<file path="src/hw/rtl/i2cmts_pkg.sv">
// i2cmts_pkg: shared types and codes for the i2c master transfer sequencer
// no dependencies; imported by the sequencer core
package i2cmts_pkg;

	// request codes on the input channel
	typedef enum logic [1:0] {
		REQ_LOAD  = 2'd0,
		REQ_START = 2'd1,
		REQ_EVENT = 2'd2,
		REQ_READ  = 2'd3
	} req_t;

	// bus actions returned with each result
	typedef enum logic [2:0] {
		ACT_NONE     = 3'd0,
		ACT_START    = 3'd1,
		ACT_TX       = 3'd2,
		ACT_STOP     = 3'd3,
		ACT_RX_ACK   = 3'd4,
		ACT_RX_NACK  = 3'd5,
		ACT_RESTART  = 3'd6,
		ACT_RESET_IF = 3'd7
	} action_t;

	// bus status event codes
	localparam logic [3:0] EV_START      = 4'd0;
	localparam logic [3:0] EV_REP_START  = 4'd1;
	localparam logic [3:0] EV_ADRW_ACK   = 4'd2;
	localparam logic [3:0] EV_DATAW_ACK  = 4'd3;
	localparam logic [3:0] EV_DATAR_ACK  = 4'd4;
	localparam logic [3:0] EV_ADRR_ACK   = 4'd5;
	localparam logic [3:0] EV_DATAR_NACK = 4'd6;
	localparam logic [3:0] EV_ARB_LOST   = 4'd7;

	// status byte mask, clears the two low bits; the core ORs them back, so all bits are kept
	localparam logic [7:0] STATUS_MASK = 8'hFC;

	typedef struct packed {
		logic [1:0] req_type;
		logic [6:0] device_address;
		logic       read_write;
		logic [3:0] message_size;
		logic [3:0] byte_index;
		logic [7:0] byte_value;
		logic [3:0] bus_event;
		logic [7:0] raw_status;
		logic [7:0] received_byte;
	} in_item_t;

	typedef struct packed {
		action_t    action;
		logic [7:0] tx_byte;
		logic       busy_res;
		logic       done_ok;
		logic       error_seen;
		logic [7:0] error_status;
		logic [7:0] read_byte;
	} out_item_t;

endpackage

</file>
<file path="src/hw/rtl/i2cmts_ram.sv">
// i2cmts_ram: generic memory, one write port and two registered read ports
// no dependencies; used for the frame buffer of the sequencer core
module i2cmts_ram #(
	parameter int WIDTH = 8,
	parameter int DEPTH = 16,
	localparam int AW = (DEPTH > 1) ? $clog2(DEPTH) : 1
) (
	input  logic             clk,
	input  logic             we,
	input  logic [AW-1:0]    waddr,
	input  logic [WIDTH-1:0] wdata,
	input  logic             re,
	input  logic [AW-1:0]    raddr_a,
	input  logic [AW-1:0]    raddr_b,
	output logic [WIDTH-1:0] rdata_a,
	output logic [WIDTH-1:0] rdata_b
);

	logic [WIDTH-1:0] mem [DEPTH];

	// write port
	always_ff @(posedge clk) begin
		if (we) begin
			mem[waddr] <= wdata;
		end
	end

	// read ports, data held while re is low
	always_ff @(posedge clk) begin
		if (re) begin
			rdata_a <= mem[raddr_a];
			rdata_b <= mem[raddr_b];
		end
	end

endmodule

</file>
<file path="src/hw/rtl/i2c_master_transfer_sequencer_core.sv">
// i2c_master_transfer_sequencer_core: top level of the i2c transfer sequencer
// depends on i2cmts_pkg and i2cmts_ram
//
//  channel   | signals                      | moves
//  ----------+------------------------------+-------------------------------
//  in        | in_valid, in_ready, in_data  | one request transaction
//  out       | out_valid, out_ready, out_data | one result transaction
//
// one result per request; a request passes stage one (decode and frame buffer read), then
// the output register; one request per cycle sustained while out_ready is high
// the frame buffer read port and the state update sit in the same first stage
// arst_n clears the transfer state and both valid flags; the buffer is not cleared
// with out_ready low requests are taken until both registers are full, then in_ready drops
module i2c_master_transfer_sequencer_core
	import i2cmts_pkg::*;
#(
	parameter int BUFFER_DEPTH = 16
) (
	input  logic      clk,
	input  logic      arst_n,
	input  logic      in_valid,
	output logic      in_ready,
	input  in_item_t  in_data,
	output logic      out_valid,
	input  logic      out_ready,
	output out_item_t out_data
);

	localparam int IW   = $clog2(BUFFER_DEPTH);
	localparam int PW   = $clog2(BUFFER_DEPTH + 1);
	localparam int CMPW = ((PW > 5) ? PW : 5) + 1;
	localparam logic [CMPW-1:0] DEPTH_C = CMPW'(BUFFER_DEPTH);

	// transfer state
	logic [PW-1:0] bp_q, bp_d;
	logic [PW-1:0] len_q, len_d;
	logic          done_q, done_d;
	logic          err_q, err_d;
	logic [7:0]    status_q, status_d;
	logic          busy_q, busy_d;

	// stage one and output register
	logic      valid_s1;
	action_t   action_s1;
	logic      busy_s1, done_s1, err_s1, tx_sel_s1, rd_sel_s1;
	logic [7:0] status_s1;
	logic      valid_s2;
	out_item_t out_s2;

	// decode results
	action_t       act;
	logic          tx_sel, rd_sel;
	logic          we;
	logic [IW-1:0] waddr, raddr_tx;
	logic [7:0]    wdata;
	logic [7:0]    rdata_rd, rdata_tx;

	logic [CMPW-1:0] slot, ptr, bp_ext, bp_inc, len_ext, size_len;
	logic            accept, adv_s1;

	assign adv_s1    = valid_s1 && (!valid_s2 || out_ready);
	assign in_ready  = !valid_s1 || adv_s1;
	assign accept    = in_valid && in_ready;
	assign out_valid = valid_s2;
	assign out_data  = out_s2;

	// next state and bus action for the request
	always_comb begin
		slot     = CMPW'(in_data.byte_index) + CMPW'(1);
		bp_ext   = CMPW'(bp_q);
		len_ext  = CMPW'(len_q);
		size_len = CMPW'(in_data.message_size) + CMPW'(1);
		ptr      = (in_data.bus_event == EV_START || in_data.bus_event == EV_REP_START)
			? '0 : bp_ext;
		bp_inc   = bp_ext + CMPW'(1);
		bp_d     = bp_q;
		len_d    = len_q;
		done_d   = done_q;
		err_d    = err_q;
		status_d = status_q;
		busy_d   = busy_q;
		act      = ACT_NONE;
		tx_sel   = 1'b0;
		rd_sel   = 1'b0;
		we       = 1'b0;
		waddr    = slot[IW-1:0];
		wdata    = in_data.byte_value;
		raddr_tx = ptr[IW-1:0];
		case (req_t'(in_data.req_type))
			REQ_LOAD: begin
				we = !busy_q && (slot < DEPTH_C);
			end
			REQ_START: begin
				if (!busy_q) begin
					we       = 1'b1;
					waddr    = '0;
					wdata    = {in_data.device_address, in_data.read_write};
					len_d    = (size_len > DEPTH_C) ? PW'(BUFFER_DEPTH) : PW'(size_len);
					done_d   = 1'b0;
					err_d    = 1'b0;
					status_d = '0;
					busy_d   = 1'b1;
					act      = ACT_START;
				end
			end
			REQ_EVENT: begin
				if (busy_q) begin
					waddr = bp_q[IW-1:0];
					wdata = in_data.received_byte;
					case (in_data.bus_event)
						EV_START, EV_REP_START, EV_ADRW_ACK, EV_DATAW_ACK: begin
							if (ptr < len_ext && ptr < DEPTH_C) begin
								bp_d   = PW'(ptr + CMPW'(1));
								tx_sel = 1'b1;
								act    = ACT_TX;
							end else begin
								bp_d   = PW'(ptr);
								done_d = 1'b1;
								busy_d = 1'b0;
								act    = ACT_STOP;
							end
						end
						EV_DATAR_ACK: begin
							if (bp_ext < DEPTH_C) begin
								we   = 1'b1;
								bp_d = PW'(bp_inc);
								act  = (bp_inc + CMPW'(1) < len_ext) ? ACT_RX_ACK : ACT_RX_NACK;
							end else begin
								act  = (bp_inc < len_ext) ? ACT_RX_ACK : ACT_RX_NACK;
							end
						end
						EV_ADRR_ACK: begin
							act = (bp_inc < len_ext) ? ACT_RX_ACK : ACT_RX_NACK;
						end
						EV_DATAR_NACK: begin
							we     = bp_ext < DEPTH_C;
							done_d = 1'b1;
							busy_d = 1'b0;
							act    = ACT_STOP;
						end
						EV_ARB_LOST: begin
							act = ACT_RESTART;
						end
						default: begin
							// nacks, bus error and unknown codes end the transfer
							status_d = in_data.raw_status & (STATUS_MASK | 8'h03);
							err_d    = 1'b1;
							busy_d   = 1'b0;
							act      = ACT_RESET_IF;
						end
					endcase
				end
			end
			REQ_READ: begin
				rd_sel = done_q && (slot < DEPTH_C);
			end
			default: begin
				act = ACT_NONE;
			end
		endcase
	end

	// frame buffer
	i2cmts_ram #(
		.WIDTH (8),
		.DEPTH (BUFFER_DEPTH)
	) u_frame_buf (
		.clk     (clk),
		.we      (accept && we),
		.waddr   (waddr),
		.wdata   (wdata),
		.re      (accept),
		.raddr_a (slot[IW-1:0]),
		.raddr_b (raddr_tx),
		.rdata_a (rdata_rd),
		.rdata_b (rdata_tx)
	);

	// transfer state register
	always_ff @(posedge clk or negedge arst_n) begin
		if (!arst_n) begin
			bp_q     <= '0;
			len_q    <= '0;
			done_q   <= 1'b0;
			err_q    <= 1'b0;
			status_q <= '0;
			busy_q   <= 1'b0;
		end else if (accept) begin
			bp_q     <= bp_d;
			len_q    <= len_d;
			done_q   <= done_d;
			err_q    <= err_d;
			status_q <= status_d;
			busy_q   <= busy_d;
		end
	end

	// stage one valid
	always_ff @(posedge clk or negedge arst_n) begin
		if (!arst_n) begin
			valid_s1 <= 1'b0;
		end else if (in_ready) begin
			valid_s1 <= in_valid;
		end
	end

	// stage one payload
	always_ff @(posedge clk) begin
		if (accept) begin
			action_s1 <= act;
			busy_s1   <= busy_d;
			done_s1   <= done_d;
			err_s1    <= err_d;
			status_s1 <= status_d;
			tx_sel_s1 <= tx_sel;
			rd_sel_s1 <= rd_sel;
		end
	end

	// output register valid
	always_ff @(posedge clk or negedge arst_n) begin
		if (!arst_n) begin
			valid_s2 <= 1'b0;
		end else if (!valid_s2 || out_ready) begin
			valid_s2 <= valid_s1;
		end
	end

	// output register payload
	always_ff @(posedge clk) begin
		if (adv_s1) begin
			out_s2.action       <= action_s1;
			out_s2.tx_byte      <= tx_sel_s1 ? rdata_tx : 8'h00;
			out_s2.busy_res     <= busy_s1;
			out_s2.done_ok      <= done_s1;
			out_s2.error_seen   <= err_s1;
			out_s2.error_status <= status_s1;
			out_s2.read_byte    <= rd_sel_s1 ? rdata_rd : 8'h00;
		end
	end

	// a transfer cannot end both well and in error
	a_done_err_excl: assert property (@(posedge clk) disable iff (!arst_n)
		!(done_q && err_q))
		else $error("done and error flags both set");

	// an active transfer always has at least the address byte
	a_busy_len: assert property (@(posedge clk) disable iff (!arst_n)
		busy_q |-> (len_q != '0))
		else $error("busy with empty frame");

	// a start leaves the transfer busy
	a_start_busy: assert property (@(posedge clk) disable iff (!arst_n)
		(valid_s1 && action_s1 == ACT_START) |-> busy_s1)
		else $error("start issued without busy");

	// tx byte is zero unless a byte is being transmitted
	a_tx_zero: assert property (@(posedge clk) disable iff (!arst_n)
		(valid_s2 && out_s2.action != ACT_TX) |-> (out_s2.tx_byte == 8'h00))
		else $error("tx byte set without transmit action");

	// with no result waiting the input side is open
	a_ready_free: assert property (@(posedge clk) disable iff (!arst_n)
		!valid_s2 |-> in_ready)
		else $error("input stalled with empty output");

endmodule
</file>
<file path="config.mk">
export PLATFORM = sky130hd
export DESIGN_NAME = i2c_master_transfer_sequencer_core
export DESIGN_NICKNAME = d
export VERILOG_FILES = /design/src/hw/rtl/i2cmts_pkg.sv /design/src/hw/rtl/i2cmts_ram.sv /design/src/hw/rtl/i2c_master_transfer_sequencer_core.sv
export SDC_FILE = /design/constraint.sdc
export NUM_CORES = 1
export LEC_CHECK = 0
export BUFFER_PORTS_ARGS = -buffer_cell sky130_fd_sc_hd__buf_2
export CAP_MARGIN = 15
export CELL_PAD_IN_SITES_DETAIL_PLACEMENT = 0
export CELL_PAD_IN_SITES_GLOBAL_PLACEMENT = 1
export CORE_MARGIN = 5
export CORE_UTILIZATION = 45
export DETAILED_ROUTE_END_ITERATION = 10
export PLACE_DENSITY = 0.85
export SLEW_MARGIN = 5
export SYNTH_ARGS = -nofsm -noshare
export SYNTH_HDL_FRONTEND = slang
export SYNTH_SLANG_ARGS = --single-unit
</file>
<file path="constraint.sdc">
create_clock -name clk -period 3 [get_ports clk]
set_input_delay 0.45 -clock clk [delete_from_list [all_inputs] [get_ports clk]]
set_output_delay 0.45 -clock clk [all_outputs]
set_load 0.02 [all_outputs]
</file>
==> results_dict.tcl <==
set metrics [dict create \
    status "finished, final reports clean" \
    synth-async-reset-ratio_pct 10.8 \
    area_growth_pct 17.2 \
    setup_viol 0 \
    nets 993 \
    cts_max_level 1 \
    leakagePower_nw 4.65 \
    clkTransAtPathRegs_ps 60 \
    synth_flop_cell "edfxtp_1" \
    antenna_cells 0 \
    period_needed_ps 2570 \
    netlist_instances 808 \
    first_pass_iters 8 \
    fmax_mhz 389 \
    synth_nets 881 \
    gp_congestion 0.884 \
    critPathSlowestCell "dfrtp_1" \
    design_area_um2 12200 \
    cts_root_buf "clkbuf_16" \
    start_util_pct 45.9 \
    cts_made_buffers 22 \
    critPathMaxStageDelay_ps 600 \
    dp_hpwl_mm 17.2 \
    holdCritPathClass "input pin to register" \
    syn_area_um2 10400 \
    irDropWorstVdd_uv 421 \
    crit_fanout 11 \
    antenna_found_initial 0 \
    finalHoldViolCount 0 \
    clock-sinks 213 \
    drive_gt1_share_pct 23.6 \
    drcViolationCount 0 \
    hold_buffers 1 \
    synth_top_family_by_area "simple AND/OR/NAND/NOR gates" \
    portBuffers 81 \
    wirelength_mm 26.0 \
    placed_cell_area_um2 11500 \
    critical_path.top_delay_family "compound AO/OA/AOI/OAI gates" \
    yosys.area_share.simple_pct 11.7 \
    maxSlewViolCount 0 \
    die-area_um2 26300 \
    start_kind "register" \
    synth_xor_area_share_pct 1.16 \
    tritoncts "done" \
    crit_buf_inv 2 \
    yosys.area_share.adder_pct 2.76 \
    fin_skew_ps 17.6 \
    die_y_um 162 \
    drv_cap 0 \
    ys_warn_count 0 \
    fp.coreArea_um2 22700 \
    cts_resized 0 \
    path_class "register to register" \
    synth-seq-cells 213 \
    postRouteAntennaNets 0 \
    timing.final.crit_share_pct 85.8 \
    num_vias 7332 \
    cts_setup_buffers 0 \
    critPathCaptureType "register" \
    grt_max_degree 49 \
    crit_required_ps 3390 \
    rows 55 \
    clock_path_buffers 3 \
    grt_usage_pct 19.8 \
    crit_chain "nand2_1 > inv_2 > ha_1 > a211o_1 > a221o_2 > buf_4 > o21ai_1 > a21oi_1 > mux2_2" \
    synth-compound-area-share_pct 11.4 \
    gr-total-overflow 0 \
    synth.area.mux_share_pct 9.86 \
    drt-wirelength-per-cell_um 21.4 \
    avgSynthCellArea_um2 12.9 \
    initialDrtViolationCount 827 \
    synth_edf_count 190 \
    final_common_cell "edfxtp_1" \
    grt_pass1_wl_mm 40.9 \
    fp.dieW_um 162 \
    grt_pass1_vias 7283 \
    rsz0062_at_grt "no" \
    worstMarginPinSlew_ps 756 \
    ys_types 56 \
    power_density_nw_per_um2 675 \
    clk_latency_ps 520 \
    most-common-layout-cells "edfxtp_1 (190), nand2_1 (112), buf_2 (81)" \
    seq_area_frac_synth_pct 60.3 \
    cp.arrival_ps 2970 \
    fin_tns_setup_ps 0 \
    slew-limit-headroom_pct 49.6 \
    pin_count 82 \
    vias_per_cell 6.02 \
]
## cell usage after synthesis (6+ instances only)
cell / number / area (µm²)
a21oi_1: 57 / 285
dfrtp_1: 23 / 576
and3_1: 10 / 62.6
and2_1: 35 / 219
a32o_1: 6 / 60.1
o21ai_0: 14 / 70.1
mux4_2: 32 / 721
nor2b_1: 6 / 37.5
mux2i_1: 25 / 250
xnor2_1: 8 / 70.1
nor4_1: 16 / 100
a221oi_1: 9 / 78.8
o21ai_1: 6 / 30.0
edfxtp_1: 190 / 5710
inv_1: 18 / 67.6
nand2_1: 112 / 420
buf_2: 10 / 50.1
nor3_1: 8 / 40.0
a211oi_1: 18 / 135
clkbuf_1: 40 / 150
nand2b_1: 9 / 56.3
a31oi_1: 13 / 81.3
nand3_1: 28 / 140
nor2_1: 13 / 48.8
a311oi_1: 9 / 78.8
a22o_1: 9 / 78.8
ha_1: 23 / 288
a222oi_1: 8 / 80.1
## report_power, final
group / internal [mW] / total [mW] / switching, mW
sequential: 3.47 / 3.55 / 0.0835
combinational: 0.698 / 1.93 / 1.23
clock: 1.63 / 2.77 / 1.14
total: 5.80 / 8.25 / 2.45
## per-layer routing
layer / GRT usage [%] / routed length [µm]
met5: 0 / 0
met2: 33.6 / 12600
met1: 26.2 / 10500
met4: 5.96 / 667
met3: 3.40 / 2260
## kinds of logic (layout without fill, tap and decap cells)
logic type,after synthesis,count (layout)
AOI/OAI and AO/OA,175,175
xor gates and xnor gates,13,13
adders and majority gates,23,23
buffers and inverters,73,197
DFF,213,213
muxes,62,62
and+or+nand+nor,249,249
## sequential cells by signal, indices dropped and copies added (netlist names), 3 cells and up
register	cells
len_q	5
u_frame_buf.mem	128
status_s1	8
out_data	30
action_s1	3
u_frame_buf.rdata_b	8
u_frame_buf.rdata_a	8
bp_q	5
status_q	8
## worst paths after layout
path | slack (ps) | start | endpoint | depth (start not counted)
worst max-delay path | 430 | bp_q[2] | done_q | 9
min in group asynchronous | 480 | arst_n | len_q[0] | 2
worst min register to register | 420 | action_s1[0] | out_data[27] | 0
worst max register to register | 430 | bp_q[2] | done_q | 9
max in group asynchronous | 2120 | arst_n | status_q[0] | 2
worst min-delay path | 170 | in_valid | valid_s1 | 2
## area by class of cell
type / count / area [µm²]
repair buffers: 139 / 893
clock buffers: 25 / 572
multi-input cells: 522 / 3870
well taps: 285 / 357
inverters: 22 / 82.6
fillers: 1819 / 10500
flip-flops and latches: 213 / 6280
clock inverters: 11 / 154
## through the flow
step	worst slack, ps	power [mW]	util, %	hold WS [ps]	std cells
3_3_place_gp	141	5.47	50.5	401	1180
3_5_place_dp	77.1	5.51	50.5	405	1180
2_1_floorplan	-96.0	4.83	-	154	808
4_1_cts	457	8.27	53.8	154	1217
6_report	426	8.25	53.8	168	1217
5_1_grt	294	8.61	53.8	174	1217
(Power assumes the default switching activity.)
